--- src/psms_pkg.sv ---
// Shared types, codes and helpers for the power supply mode supervisor.
package psms_pkg;

   // Mode codes as reported on the result channel
   localparam logic [2:0] MODE_POWERON = 3'd0;
   localparam logic [2:0] MODE_STANDBY = 3'd1;
   localparam logic [2:0] MODE_SOFT    = 3'd2;
   localparam logic [2:0] MODE_CC      = 3'd3;
   localparam logic [2:0] MODE_CV      = 3'd4;
   localparam logic [2:0] MODE_CP      = 3'd5;
   localparam logic [2:0] MODE_FAULT   = 3'd6;
   localparam logic [2:0] MODE_UNKNOWN = 3'd7;

   // Relay / PWM command codes
   localparam logic [1:0] CMD_NONE = 2'd0;
   localparam logic [1:0] CMD_ON   = 2'd1;
   localparam logic [1:0] CMD_OFF  = 2'd2;

   // output_mode register codes
   localparam logic [1:0] OUT_MODE_CC = 2'd0;
   localparam logic [1:0] OUT_MODE_CV = 2'd1;
   localparam logic [1:0] OUT_MODE_CP = 2'd2;

   // Configuration register indexes
   localparam logic [2:0] REG_LONG_WAIT     = 3'd0;
   localparam logic [2:0] REG_STANDBY_RETRY = 3'd1;
   localparam logic [2:0] REG_PRECHARGE_MIN = 3'd2;
   localparam logic [2:0] REG_SS_TARGET     = 3'd3;
   localparam logic [2:0] REG_SS_BAND       = 3'd4;
   localparam logic [2:0] REG_OUTPUT_MODE   = 3'd5;
   localparam logic [2:0] REG_RAMP_LIMIT    = 3'd6;
   localparam logic [2:0] REG_RAMP_STEP     = 3'd7;

   localparam int unsigned REQ_DATA_W = 24;
   localparam int unsigned RSP_DATA_W = 32;
   localparam int unsigned CSR_DATA_W = 16;

   localparam logic [15:0] CNT_MAX  = 16'hFFFF;
   localparam logic [9:0]  VOLT_MAX = 10'h3FF;

   typedef enum logic [6:0] {
      ST_POWERON = 7'b0000001,
      ST_STANDBY = 7'b0000010,
      ST_SOFT    = 7'b0000100,
      ST_CC      = 7'b0001000,
      ST_CV      = 7'b0010000,
      ST_CP      = 7'b0100000,
      ST_FAULT   = 7'b1000000
   } mode_state_type;

   typedef struct packed {
      logic [15:0] long_wait_ticks;
      logic [15:0] standby_retry_ticks;
      logic [9:0]  precharge_volt_min;
      logic [9:0]  softstart_target;
      logic [7:0]  softstart_band;
      logic [1:0]  output_mode;
      logic [9:0]  ramp_limit;
      logic [5:0]  ramp_step;
   } cfg_type;

   typedef struct packed {
      logic       ev_turn_on;
      logic       ev_turn_off;
      logic       ev_fault;
      logic       ev_tick;
      logic       adc_offset_ready;
      logic       in_soft_relay_closed;
      logic       out_soft_relay_closed;
      logic       in_main_relay_closed;
      logic       out_main_relay_closed;
      logic       grid_ok;
      logic       dc_pwm_active;
      logic [9:0] bus_volt;
   } item_type;

   typedef struct packed {
      mode_state_type mode;
      logic           precharge_done;
      logic [15:0]    precharge_cnt;
      logic [15:0]    standby_cnt;
      logic [15:0]    softstart_cnt;
      logic [9:0]     ref_volts;
      logic           fail_flag;
      logic           pending_turn_on;
   } state_type;

   typedef struct packed {
      logic [2:0] mode;
      logic [1:0] in_soft_relay_cmd;
      logic [1:0] out_soft_relay_cmd;
      logic       in_main_relay_on;
      logic [1:0] out_main_relay_cmd;
      logic [1:0] pfc_pwm_cmd;
      logic [1:0] buck_pwm_cmd;
      logic       pfc_ctrl_reset;
      logic       dc_ctrl_reset;
      logic [9:0] bus_ref;
      logic       softstart_fail;
   } result_type;

   function automatic logic [15:0] sat_inc(input logic [15:0] v);
      return (v == CNT_MAX) ? CNT_MAX : v + 16'd1;
   endfunction

   function automatic logic [2:0] mode_code(input mode_state_type m);
      logic [2:0] code;
      unique case (m)
         ST_POWERON: code = MODE_POWERON;
         ST_STANDBY: code = MODE_STANDBY;
         ST_SOFT:    code = MODE_SOFT;
         ST_CC:      code = MODE_CC;
         ST_CV:      code = MODE_CV;
         ST_CP:      code = MODE_CP;
         ST_FAULT:   code = MODE_FAULT;
         default:    code = MODE_UNKNOWN;
      endcase
      return code;
   endfunction

endpackage

--- src/psms_step.sv ---
// Next-state and command logic for one event set of the supervisor.
module psms_step import psms_pkg::*; (
   input  cfg_type    cfg,
   input  state_type  cur,
   input  item_type   item,
   output state_type  nxt,
   output result_type res
);

   logic        on;
   logic [10:0] ramp_sum;
   logic [10:0] bus_plus_band;
   logic [10:0] win_hi;
   logic        in_window;
   logic        pc_ready;
   logic [1:0]  isr, osr, omr, pfc, buck;
   logic        imr, pfcrst, dcrst;

   assign on            = item.ev_turn_on | cur.pending_turn_on;
   assign ramp_sum      = {1'b0, cur.ref_volts} + {5'b0, cfg.ramp_step};
   // lower bound below zero admits zero, so compare bus + band against target
   assign bus_plus_band = {1'b0, item.bus_volt} + {3'b0, cfg.softstart_band};
   assign win_hi        = {1'b0, cfg.softstart_target} + {3'b0, cfg.softstart_band};
   assign in_window     = (bus_plus_band >= {1'b0, cfg.softstart_target}) &&
                          ({1'b0, item.bus_volt} <= win_hi);
   assign pc_ready      = (cur.precharge_cnt >= cfg.long_wait_ticks) &&
                          (item.bus_volt >= cfg.precharge_volt_min);

   always_comb begin
      nxt                 = cur;
      nxt.pending_turn_on = 1'b0;
      isr    = CMD_NONE;
      osr    = CMD_NONE;
      omr    = CMD_NONE;
      pfc    = CMD_NONE;
      buck   = CMD_NONE;
      imr    = 1'b0;
      pfcrst = 1'b0;
      dcrst  = 1'b0;

      unique case (cur.mode)
         ST_POWERON: begin
            if (item.ev_fault) begin
               pfc      = CMD_OFF;
               buck     = CMD_OFF;
               nxt.mode = ST_FAULT;
            end else if (item.ev_tick && item.adc_offset_ready && !cur.precharge_done) begin
               if (pc_ready) begin
                  // soft relays are commanded off and the input main relay on
                  nxt.precharge_cnt  = '0;
                  nxt.precharge_done = 1'b1;
                  isr                = CMD_OFF;
                  osr                = CMD_OFF;
                  imr                = 1'b1;
                  nxt.mode           = ST_STANDBY;
               end else begin
                  nxt.precharge_cnt = sat_inc(cur.precharge_cnt);
                  if (!item.in_soft_relay_closed)  isr = CMD_ON;
                  if (!item.out_soft_relay_closed) osr = CMD_ON;
               end
            end
         end
         ST_STANDBY: begin
            if (on && item.in_main_relay_closed && item.grid_ok) begin
               pfcrst            = 1'b1;
               pfc               = CMD_ON;
               buck              = CMD_ON;
               nxt.softstart_cnt = '0;
               nxt.mode          = ST_SOFT;
            end else if (item.ev_turn_off) begin
               pfc  = CMD_OFF;
               buck = CMD_OFF;
            end else if (item.ev_fault) begin
               pfc      = CMD_OFF;
               buck     = CMD_OFF;
               nxt.mode = ST_FAULT;
            end else if (item.ev_tick) begin
               if (item.out_main_relay_closed) omr = CMD_OFF;
               // retry compare uses the incremented count
               if (sat_inc(cur.standby_cnt) >= cfg.standby_retry_ticks) begin
                  nxt.standby_cnt     = '0;
                  nxt.pending_turn_on = 1'b1;
               end else begin
                  nxt.standby_cnt = sat_inc(cur.standby_cnt);
               end
            end
         end
         ST_SOFT, ST_CC, ST_CV, ST_CP: begin
            if (item.ev_turn_off) begin
               pfc      = CMD_OFF;
               buck     = CMD_OFF;
               nxt.mode = ST_STANDBY;
            end else if (item.ev_fault) begin
               pfc      = CMD_OFF;
               buck     = CMD_OFF;
               nxt.mode = ST_FAULT;
            end else if (cur.mode == ST_SOFT && item.ev_tick) begin
               if (cur.ref_volts < cfg.ramp_limit) begin
                  nxt.ref_volts = ramp_sum[10] ? VOLT_MAX : ramp_sum[9:0];
               end
               if (in_window && cfg.output_mode == OUT_MODE_CC) begin
                  nxt.mode = ST_CC;
               end else if (in_window && cfg.output_mode == OUT_MODE_CV) begin
                  nxt.mode = ST_CV;
               end else if (in_window && cfg.output_mode == OUT_MODE_CP) begin
                  nxt.mode = ST_CP;
               end else if (cur.softstart_cnt >= cfg.long_wait_ticks) begin
                  pfc               = CMD_OFF;
                  buck              = CMD_OFF;
                  nxt.mode          = ST_FAULT;
                  nxt.softstart_cnt = '0;
                  nxt.fail_flag     = 1'b1;
               end else begin
                  nxt.softstart_cnt = sat_inc(cur.softstart_cnt);
               end
            end else if (cur.mode == ST_CC && item.ev_tick) begin
               if (!item.out_main_relay_closed) begin
                  omr = CMD_ON;
               end else if (!item.dc_pwm_active) begin
                  dcrst = 1'b1;
                  buck  = CMD_ON;
               end
            end
         end
         default: begin
            // fault is terminal; nothing else is reachable
         end
      endcase
   end

   always_comb begin
      res.mode               = mode_code(nxt.mode);
      res.in_soft_relay_cmd  = isr;
      res.out_soft_relay_cmd = osr;
      res.in_main_relay_on   = imr;
      res.out_main_relay_cmd = omr;
      res.pfc_pwm_cmd        = pfc;
      res.buck_pwm_cmd       = buck;
      res.pfc_ctrl_reset     = pfcrst;
      res.dc_ctrl_reset      = dcrst;
      res.bus_ref            = nxt.ref_volts;
      res.softstart_fail     = nxt.fail_flag;
   end

endmodule

--- src/power_supply_mode_supervisor.sv ---
// Top level of the power supply mode supervisor: stream ports, registers, checks.
//
// Each req_ transaction carries one event set (turn-on, turn-off, fault, tick)
// with relay, grid, PWM and bus-voltage status. Each one yields exactly one
// rsp_ transaction with the new mode, relay/PWM commands, controller reset
// pulses, the ramped bus reference and the sticky soft-start-fail flag.
// Registers must be written through csr_we/csr_index/csr_wdata only while idle;
// the block itself does not enforce this.
// A request lands in the input register, then the step logic updates the mode
// state and loads the result register when the result is not stalled.
// One transaction per cycle while rsp_tready keeps up; the step logic between the
// input register and the result register is combinational.
// When rsp_tready is low the result register holds; the input register takes
// one more request, then req_tready drops until the result is taken.
// Reset (synchronous, active high) returns to power-on mode, clears all
// counters, the reference and the fail flag, empties both registers and
// loads the register defaults.
module power_supply_mode_supervisor import psms_pkg::*; (
   input  logic                  clock,
   input  logic                  reset,
   input  logic                  req_tvalid,
   output logic                  req_tready,
   // [0] ev_turn_on [1] ev_turn_off [2] ev_fault [3] ev_tick [4] adc_offset_ready
   // [5] in_soft_relay_closed [6] out_soft_relay_closed [7] in_main_relay_closed
   // [8] out_main_relay_closed [9] grid_ok [10] dc_pwm_active [20:11] bus_volt
   input  logic [REQ_DATA_W-1:0] req_tdata,
   output logic                  rsp_tvalid,
   input  logic                  rsp_tready,
   // [2:0] mode [4:3] in_soft_relay_cmd [6:5] out_soft_relay_cmd [7] in_main_relay_on
   // [9:8] out_main_relay_cmd [11:10] pfc_pwm_cmd [13:12] buck_pwm_cmd
   // [14] pfc_ctrl_reset [15] dc_ctrl_reset [25:16] bus_ref [26] softstart_fail
   output logic [RSP_DATA_W-1:0] rsp_tdata,
   input  logic                  csr_we,
   input  logic [2:0]            csr_index,
   input  logic [CSR_DATA_W-1:0] csr_wdata
);

   cfg_type    cfg_ff, cfg_in;
   state_type  state_ff, state_nxt;
   item_type   item_ff, item_in;
   logic       item_valid_ff, item_valid_in;
   logic       rsp_valid_ff, rsp_valid_in;
   result_type res_ff, res_nxt;
   logic       advance;

   assign advance    = item_valid_ff && (!rsp_valid_ff || rsp_tready);
   assign req_tready = !item_valid_ff || advance;

   always_comb begin
      item_in.ev_turn_on            = req_tdata[0];
      item_in.ev_turn_off           = req_tdata[1];
      item_in.ev_fault              = req_tdata[2];
      item_in.ev_tick               = req_tdata[3];
      item_in.adc_offset_ready      = req_tdata[4];
      item_in.in_soft_relay_closed  = req_tdata[5];
      item_in.out_soft_relay_closed = req_tdata[6];
      item_in.in_main_relay_closed  = req_tdata[7];
      item_in.out_main_relay_closed = req_tdata[8];
      item_in.grid_ok               = req_tdata[9];
      item_in.dc_pwm_active         = req_tdata[10];
      item_in.bus_volt              = req_tdata[20:11];
   end

   always_comb begin
      item_valid_in = item_valid_ff;
      if (req_tvalid && req_tready) begin
         item_valid_in = 1'b1;
      end else if (advance) begin
         item_valid_in = 1'b0;
      end
      rsp_valid_in = rsp_valid_ff;
      if (advance) begin
         rsp_valid_in = 1'b1;
      end else if (rsp_tready) begin
         rsp_valid_in = 1'b0;
      end
   end

   always_comb begin
      cfg_in = cfg_ff;
      if (csr_we) begin
         unique case (csr_index)
            REG_LONG_WAIT:     cfg_in.long_wait_ticks     = csr_wdata;
            REG_STANDBY_RETRY: cfg_in.standby_retry_ticks = csr_wdata;
            REG_PRECHARGE_MIN: cfg_in.precharge_volt_min  = csr_wdata[9:0];
            REG_SS_TARGET:     cfg_in.softstart_target    = csr_wdata[9:0];
            REG_SS_BAND:       cfg_in.softstart_band      = csr_wdata[7:0];
            REG_OUTPUT_MODE:   cfg_in.output_mode         = csr_wdata[1:0];
            REG_RAMP_LIMIT:    cfg_in.ramp_limit          = csr_wdata[9:0];
            REG_RAMP_STEP:     cfg_in.ramp_step           = csr_wdata[5:0];
            default:           cfg_in = cfg_ff;
         endcase
      end
   end

   psms_step u_step (
      .cfg  (cfg_ff),
      .cur  (state_ff),
      .item (item_ff),
      .nxt  (state_nxt),
      .res  (res_nxt)
   );

   always_ff @(posedge clock) begin
      if (reset) begin
         item_valid_ff                  <= 1'b0;
         rsp_valid_ff                   <= 1'b0;
         cfg_ff.long_wait_ticks         <= 16'd500;
         cfg_ff.standby_retry_ticks     <= 16'd100;
         cfg_ff.precharge_volt_min      <= 10'd0;
         cfg_ff.softstart_target        <= 10'd0;
         cfg_ff.softstart_band          <= 8'd0;
         cfg_ff.output_mode             <= OUT_MODE_CC;
         cfg_ff.ramp_limit              <= 10'd700;
         cfg_ff.ramp_step               <= 6'd5;
         state_ff.mode                  <= ST_POWERON;
         state_ff.precharge_done        <= 1'b0;
         state_ff.precharge_cnt         <= '0;
         state_ff.standby_cnt           <= '0;
         state_ff.softstart_cnt         <= '0;
         state_ff.ref_volts             <= '0;
         state_ff.fail_flag             <= 1'b0;
         state_ff.pending_turn_on       <= 1'b0;
      end else begin
         item_valid_ff <= item_valid_in;
         rsp_valid_ff  <= rsp_valid_in;
         cfg_ff        <= cfg_in;
         if (advance) state_ff <= state_nxt;
      end
   end

   always_ff @(posedge clock) begin
      if (req_tvalid && req_tready) item_ff <= item_in;
      if (advance)                  res_ff  <= res_nxt;
   end

   assign rsp_tvalid = rsp_valid_ff;
   assign rsp_tdata  = {5'b0,
                        res_ff.softstart_fail,
                        res_ff.bus_ref,
                        res_ff.dc_ctrl_reset,
                        res_ff.pfc_ctrl_reset,
                        res_ff.buck_pwm_cmd,
                        res_ff.pfc_pwm_cmd,
                        res_ff.out_main_relay_cmd,
                        res_ff.in_main_relay_on,
                        res_ff.out_soft_relay_cmd,
                        res_ff.in_soft_relay_cmd,
                        res_ff.mode};

   // fault mode is terminal
   a_fault_terminal: assert property (@(posedge clock) disable iff (reset)
      state_ff.mode == ST_FAULT |=> state_ff.mode == ST_FAULT)
      else $error("left fault mode");

   // soft-start fail flag is sticky
   a_fail_sticky: assert property (@(posedge clock) disable iff (reset)
      state_ff.fail_flag |=> state_ff.fail_flag)
      else $error("softstart fail flag cleared");

   // precharge completes only once
   a_precharge_sticky: assert property (@(posedge clock) disable iff (reset)
      state_ff.precharge_done |=> state_ff.precharge_done)
      else $error("precharge done cleared");

   // a held request must not be dropped while the result stalls
   a_item_held: assert property (@(posedge clock) disable iff (reset)
      item_valid_ff && rsp_valid_ff && !rsp_tready |=> item_valid_ff && $stable(item_ff))
      else $error("pending request lost during stall");

endmodule
--- config.mk ---
export PLATFORM = sky130hd
export DESIGN_NAME = power_supply_mode_supervisor
export DESIGN_NICKNAME = d
export VERILOG_FILES = /design/src/psms_pkg.sv /design/src/psms_step.sv /design/src/power_supply_mode_supervisor.sv
export SDC_FILE = /design/constraint.sdc
export NUM_CORES = 1
export LEC_CHECK = 0
export BUFFER_PORTS_ARGS = -buffer_cell sky130_fd_sc_hd__buf_2
export CORE_MARGIN = 3
export CORE_UTILIZATION = 39
export CTS_CLUSTER_DIAMETER = 30
export CTS_CLUSTER_SIZE = 24
export DETAILED_ROUTE_END_ITERATION = 10
export PLACE_DENSITY_LB_ADDON = 0.05
export SYNTH_ARGS = -nofsm -noshare
export SYNTH_HDL_FRONTEND = slang
export SYNTH_HIERARCHICAL = 1
export SYNTH_SLANG_ARGS = --single-unit
--- constraint.sdc ---
create_clock -name clock -period 5.7 [get_ports clock]
set_clock_uncertainty 0.2 [all_clocks]
set_input_delay 0.855 -clock clock [delete_from_list [all_inputs] [get_ports clock]]
set_output_delay 0.855 -clock clock [all_outputs]
set_load 0.02 [all_outputs]
==> impl_metrics.tcl, run 1 <==
set metrics [dict create \
    status "complete, no violations" \
    overflow 0 \
    setup_slack_ns 0.3866 \
    crit_fanout 27 \
    finalSetupViolCount 0 \
    p_leak_nw 5.556 \
    core_area_um2 32700 \
    ios 82 \
    port_buffers 73 \
    p_comb_frac 0.100 \
    grt_pass1_vias 9870 \
    slew_headroom 0.2601 \
    vias 10320 \
    first_pass_iters 5 \
    hold_path_class "flop to flop" \
    tritoncts "yes" \
    vdd_drop_max_mv 0.2219 \
    die-area_um2 35620 \
    clock_latency_ns 0.45 \
    period_share 0.9322 \
    wire_per_inst_um 15.74 \
    syn_area_um2 13020 \
    internal-power_w 0.002171 \
    track_usage 0.1807 \
    regToRegSetupSlack_ns 0.39 \
    synth_common_cells "nand2_1 (177), nand2b_1 (149), dfxtp_1 (148)" \
    area_delta_synth_final_pct 8.637 \
    pre_cts_ws_ns 0.5019 \
    drv_cap 0 \
    r2r_start "cfg_ff[19]$_SDFFE_PP0P_" \
    synthCells 1538 \
    clk_pin_slew_ns 0.08 \
    maxSlewViolCount 0 \
    cts_buffers 17 \
    hpwl_mm 22.68 \
    synth_area_leaders "dfxtp_1 (23%), edfxtp_1 (11%), ha_1 (11%)" \
    post_cts_resized 0 \
    cp_slowest_cell "or3_1" \
    path_common_cell "o21ai_0" \
    clockPowerShare 0.402 \
    synth_edf_count 48 \
    sw_frac_of_total 0.2682 \
    ys_seq_area_frac 0.3382 \
    cp.arrival_ns 5.49 \
    yosys.area.top_type_share 0.2275 \
    fin_tns_setup_ns 0 \
    h-tree-depth 4 \
    required_ns 5.88 \
    synth-seq-cells 196 \
    finalHoldViolCount 0 \
    switching_power_w 0.0007958 \
    yosysTopAreaCell "dfxtp_1" \
    crit_path_start_kind "flop" \
    p_seq_frac 0.498 \
    reg2reg_to "state_ff[25]$_SDFFE_PP0P_" \
    initial_utilization 0.3983 \
    layout-drive-gt1-share 0.1040 \
    yosysMostFrequentCell "nand2_1" \
    grt_pass1_wl_mm 52.23 \
    drc 0 \
    startpoint "cfg_ff[19]$_SDFFE_PP0P_" \
    antenna_found_initial 5 \
    die_h_um 188.7 \
    end_kind "flop" \
    clock.fmax_mhz 188.2 \
    postSynthAreaPerCell_um2 8.468 \
    cts_hold_buffers 0 \
    cp_cell_sequence "ha_1 > a21o_1 > a21oi_1 > o21bai_1 > a21oi_1 > o21bai_1 > a21oi_1 > nor2b_1 > o21ai_0 > xnor2_1 > ha_1 > o21ai_0 > nor2_1 > o32ai_1 > a211oi_1 > a211oi_2 > or3_1 > a31oi_1 > o21ai_0 > o21ai_0 > nand2b_1 > mux2i_1" \
    wl_mm 31.66 \
    r2r_cells 22 \
    die_x_um 188.7 \
    synth_ff_type "dfxtp_1" \
    powerDensity_nw_per_um2 209.7 \
    worst_pin_slew_ns 1.104 \
    period_minus_slack_ns 5.313 \
    postCtsSetupBuffers 0 \
    first_iter_violations 515 \
    cp-endpoint "state_ff[25]$_SDFFE_PP0P_" \
    cts_sinks 196 \
    cts-root-buf "clkbuf_16" \
    min_from "cfg_ff[71]$_SDFFE_PP0P_" \
    critPathMaxStageDelay_ns 0.75 \
    synth_warnings 6 \
    async_flop_share 0 \
    clk_path_buf_depth 2 \
    globalplace.congestion 0.8332 \
    rsz0062_at_grt "no" \
    postRouteAntennaNets 0 \
    nets 1717 \
    synthDistinctLibCells 84 \
    grt_start_max_net_pins 173 \
    vias_per_cell 5.134 \
    worst-setup-path-type "flop to flop" \
    rows 66 \
]
[per-stage QoR]
| stage | area (um^2) | hold slack (ns) | cells | power, W | util |
|---|---|---|---|---|---|
| floorplan | 13040 | 0.2363 | 1542 | 0.001721 | - |
| global placement | 13580 | 0.2439 | 1977 | 0.001805 | 0.4153 |
| global route | 14150 | 0.2788 | 2011 | 0.003106 | 0.4327 |
| CTS | 14140 | 0.2577 | 2009 | 0.003023 | 0.4325 |
| detailed placement | 13580 | 0.2465 | 1977 | 0.001810 | 0.4153 |
| finish | 14150 | 0.2566 | 2011 | 0.002967 | 0.4327 |
[cells in the final DEF, fill, tap and decap left out, types with 9 or more instances in the layout]
cell type  count
ha_1         112
inv_1         97
a211oi_1       9
nand3_1       32
buf_4          9
nor2_1        83
nor3_1        39
edfxtp_1      48
a21o_1        21
clkbuf_16     17
a21oi_1      142
a31oi_1       11
dfxtp_1      148
o21ai_0       72
mux2_2        11
o211ai_1       9
mux2i_1       83
buf_2         72
nand2_1      177
nand4_1       10
nand2b_1     149
xnor2_1       19
and3_1        14
nor2b_1       16
[sequential cells by signal, summed over array words and instances, names as in the netlist]
register,count
rsp_tvalid,1
rsp_tdata,27
state_ff,68
item_valid_ff,1
cfg_ff,78
item_ff,21
[logic make-up after synthesis]
| kind of cell | synth area share |
|---|---|
| other cells | 0.0002879 |
| flops | 0.3382 |
| fa+ha+maj | 0.1122 |
| mux | 0.07330 |
| simple gates | 0.2314 |
| buf+inv | 0.06600 |
| xor+xnor | 0.01816 |
| compound gates | 0.1604 |
[critical path: cells and delay by family, from the launching register on]
family / cells / cell delay (ns)
multiplexers: 1 / 0.12
flip-flops: 1 / 0.40
XOR/XNOR: 1 / 0.11
AND/OR/NAND/NOR: 4 / 1.01
AO/OA/AOI/OAI: 14 / 2.83
adder cells (fa/ha/maj): 2 / 0.59
[worst min path at each step]
stage,end,slack [ns],depth (start not counted)
4_1_cts,cfg_ff[7]$_SDFFE_PP0P_,0.26,2
3_3_place_gp,cfg_ff[41]$_SDFFE_PP0P_,0.24,2
3_5_place_dp,cfg_ff[7]$_SDFFE_PP0P_,0.25,2
6_report,cfg_ff[71]$_SDFFE_PP0P_,0.26,2
2_1_floorplan,cfg_ff[12]$_SDFFE_PP0P_,0.24,2
5_1_grt,cfg_ff[65]$_SDFFE_PP0P_,0.28,2
[power groups by stage]
stage / Clock (W) / Combinational, W / Sequential (W)
floorplan: 0 / 0.000206 / 0.00151
global placement: 0 / 0.000295 / 0.00151
detailed placement: 0 / 0.000300 / 0.00151
CTS: 0.00125 / 0.000301 / 0.00148
global route: 0.00129 / 0.000331 / 0.00148
finish: 0.00119 / 0.000297 / 0.00148
[per-layer routing]
| metal | global-route usage | routed length [um] |
|---|---|---|
| met2 | 0.2809 | 13630 |
| met4 | 0.04497 | 467 |
| met5 | 0 | 32 |
| met3 | 0.03460 | 1074 |
| met1 | 0.2584 | 16460 |
[area by class of cell]
| cell class | count | area [um^2] |
|---|---|---|
| Fill cell | 3308 | 18550 |
| Multi-Input combinational cell | 1157 | 7791 |
| Sequential cell | 196 | 4404 |
| Tap cell | 442 | 553.0 |
| Timing Repair Buffer | 83 | 459.2 |
| Clock buffer | 19 | 452.9 |
| Inverter | 99 | 371.6 |
| Clock inverter | 13 | 111.4 |
| Antenna cell | 2 | 5.005 |
No activity file was read; power rests on OpenSTA's default activity.
==> run 2: changes to the inputs <==
--- a/config.mk
+++ b/config.mk
@@ -12,7 +12,7 @@
 export CTS_CLUSTER_SIZE = 24
 export DETAILED_ROUTE_END_ITERATION = 10
 export PLACE_DENSITY_LB_ADDON = 0.05
+export SETUP_SLACK_MARGIN = 0.05
 export SYNTH_ARGS = -nofsm -noshare
 export SYNTH_HDL_FRONTEND = slang
-export SYNTH_HIERARCHICAL = 1
 export SYNTH_SLANG_ARGS = --single-unit
==> run 2 against run 1 <==
Cell area down 9.7%. Worst setup slack improved by 0.25 ns. Sequential power about the same. Critical path depth decreased by 1. Die area is 12% lower. Core utilization increased by 0.99 points. Hold slack hardly changed. Final cell count shrank 11%. Sequential share of layout area is 2.9 points higher. Clock power up 7%. Combinational power decreased by 8.4%. Non-clock buffer count rose by 1. Largest cell class unchanged.
==> impl_metrics.tcl, run 2 <==
set metrics [dict create \
    maxSlewViolCount 0 \
    h-tree-depth 4 \
    core_area_um2 28860 \
    clk_path_buf_depth 2 \
    syn_area_um2 11470 \
    antenna_found_initial 1 \
    layout_common_cells "nand2_1 (211), dfxtp_1 (148), a21oi_1 (136)" \
    track_usage 0.1943 \
    clk_pin_slew_ns 0.07 \
    die_h_um 177.5 \
    crit_fanout 5 \
    synth_common_cells "nand2_1 (211), dfxtp_1 (148), a21oi_1 (136)" \
    regMostFlops "cfg_ff" \
    synth_edf_count 46 \
    fin_tns_setup_ns 0 \
    cts_sinks 194 \
    grt_pass1_vias 8960 \
    n_fill_cell 2949 \
    synth_warnings 0 \
    multiInputGateArea_um2 6550 \
    finalPower_w 0.003013 \
    finalSetupViolCount 0 \
    async_flop_share 0 \
    route.met2.wl_mm 13.74 \
    n_antenna_cell 0 \
    die-area_um2 31500 \
    die_x_um 177.5 \
    setup_slack_ns 0.6358 \
    cts_hold_buffers 0 \
    vias 9442 \
    tritoncts "yes" \
    yosysMostFrequentCell "nand2_1" \
    required_ns 5.67 \
    first_pass_iters 6 \
    clock.fmax_mhz 197.5 \
    top_layer_used "met4" \
    nets 1551 \
    status "complete, no violations" \
    period_minus_slack_ns 5.064 \
    hold_path_class "flop to flop" \
    synth_ff_type "dfxtp_1" \
    initial_utilization 0.3974 \
    end_kind "flop" \
    rows 62 \
    worst_pin_slew_ns 1.106 \
    first_iter_violations 527 \
    final_common_cell "nand2_1" \
    wl_met3_mm 1.093 \
    rsz0062_at_grt "no" \
    postSynthAreaPerCell_um2 8.583 \
    hpwl_mm 22.05 \
    cts_buffers 17 \
    wire_per_inst_um 16.95 \
    worst-setup-path-type "flop to flop" \
    vdd_drop_max_mv 0.1840 \
    clock_latency_ns 0.44 \
    area_delta_synth_final_pct 11.37 \
    drc 0 \
    port_buffers 73 \
    finalHoldViolCount 0 \
    drv_cap 0 \
    cp.arrival_ns 5.03 \
    crit_path_start_kind "flop" \
    hold-worst-slack_ns 0.2570 \
    postRouteAntennaNets 0 \
    period_share 0.8885 \
    overflow 0 \
    powerDensity_nw_per_um2 235.9 \
    grt_pass1_wl_mm 48.44 \
    pre_cts_ws_ns 0.3807 \
    ys_seq_area_frac 0.3788 \
    final_util 0.4426 \
    synthCells 1336 \
    yosys.area.top_type_share 0.2584 \
    largest_reg_flops 78 \
    synth-seq-cells 194 \
    grt_start_max_net_pins 81 \
    layout-drive-gt1-share 0.1156 \
    p_leak_nw 5.006 \
    slew_headroom 0.2576 \
    synthDistinctLibCells 83 \
    synth_area_leaders "dfxtp_1 (26%), ha_1 (12%), edfxtp_1 (12%)" \
    globalplace.congestion 0.8633 \
    ios 82 \
    final-seq-area_um2 4344 \
    cts-root-buf "clkbuf_16" \
    regToRegSetupSlack_ns 0.64 \
    vias_per_cell 5.290 \
    wl_mm 30.25 \
    yosysTopAreaCell "dfxtp_1" \
    wl_met1_mm 15.11 \
]
-- run 2: changes by cell type in the layout (fill, tap and decap cells not counted), sizes merged, moves of 10 or more --
cell	change
nand2b	-134
mux2i	-74
nand2	+34
a211oi	+30
nor3	-23
nand3	+16
inv	-14
o211ai	+11
o21ai	-11
a311oi	+10
-- run 2: final cells by class --
| type | instances | area share |
|---|---|---|
| clock buffer | 20 | 0.03831 |
| clock inverter | 12 | 0.01019 |
| inverter | 87 | 0.02557 |
| multi-input combinational | 1004 | 0.5129 |
| sequential | 194 | 0.3402 |
| tap | 384 | 0.03762 |
| timing repair buffer | 84 | 0.03527 |
-- run 2: layer usage --
metal | track usage | up-vias
li1 | - | 4874
met1 | 0.2753 | 4418
met2 | 0.3153 | 134
met3 | 0.02739 | 16
met4 | 0.04123 | 0
met5 | 0 | -
-- run 2: through the flow --
stage / cell area, um^2 / instances
after floorplan: 11480 / 1340
after global placement: 12150 / 1753
after detailed placement: 12150 / 1753
final: 12770 / 1785
after CTS: 12760 / 1785
after global routing: 12770 / 1785
-- run 2: power breakdown --
part / total [W] / internal, W / switching, W
Combinational: 0.000272 / 0.0000968 / 0.000175
Clock: 0.00127 / 0.000685 / 0.000589
Sequential: 0.00147 / 0.00144 / 0.0000259
Total: 0.00301 / 0.00222 / 0.000789
-- run 2: kinds of logic after synthesis --
kind of cell    after synthesis  synth area share
simple gates                468            0.1917
compound gates              374            0.2155
buf+inv                     142           0.05270
xor+xnor                     31           0.02368
other cells                   1         0.0003270
mux                          11          0.009820
flops                       194            0.3788
fa+ha+maj                   115            0.1274
-- run 2: path summary, 6_finish.rpt --
check                                              from                 endpoint  cells past startpoint
worst max-delay path               item_ff[1]$_DFFE_PP_   rsp_tdata[2]$_DFFE_PP_                     21
worst min-delay path            cfg_ff[53]$_SDFFE_PP0P_  cfg_ff[53]$_SDFFE_PP0P_                      2
worst max register to register     item_ff[1]$_DFFE_PP_   rsp_tdata[2]$_DFFE_PP_                     21
worst min register to register  cfg_ff[53]$_SDFFE_PP0P_  cfg_ff[53]$_SDFFE_PP0P_                      2
-- run 2: repair_timing --
action,4_1_cts,5_1_grt
buffers inserted,0,0
endpoints found under the setup margin,0,2
gates resized for setup,0,2
-- run 2: worst max-delay path, stage by stage (launching register included) --
cell	delay (ns)
edfxtp_1	0.49
ha_1	0.31
a21o_1	0.15
a21oi_1	0.22
o21bai_1	0.09
a21oi_1	0.23
o21bai_1	0.09
a21oi_1	0.22
nor2b_1	0.07
o21ai_0	0.19
xnor2_1	0.15
ha_1	0.26
nand3_1	0.10
nor2_1	0.05
a2111oi_1	0.52
nand3_1	0.20
nand2_1	0.21
nor4_1	0.11
a21o_1	0.20
a211oi_1	0.41
and4_1	0.29
a2111oi_2	0.05
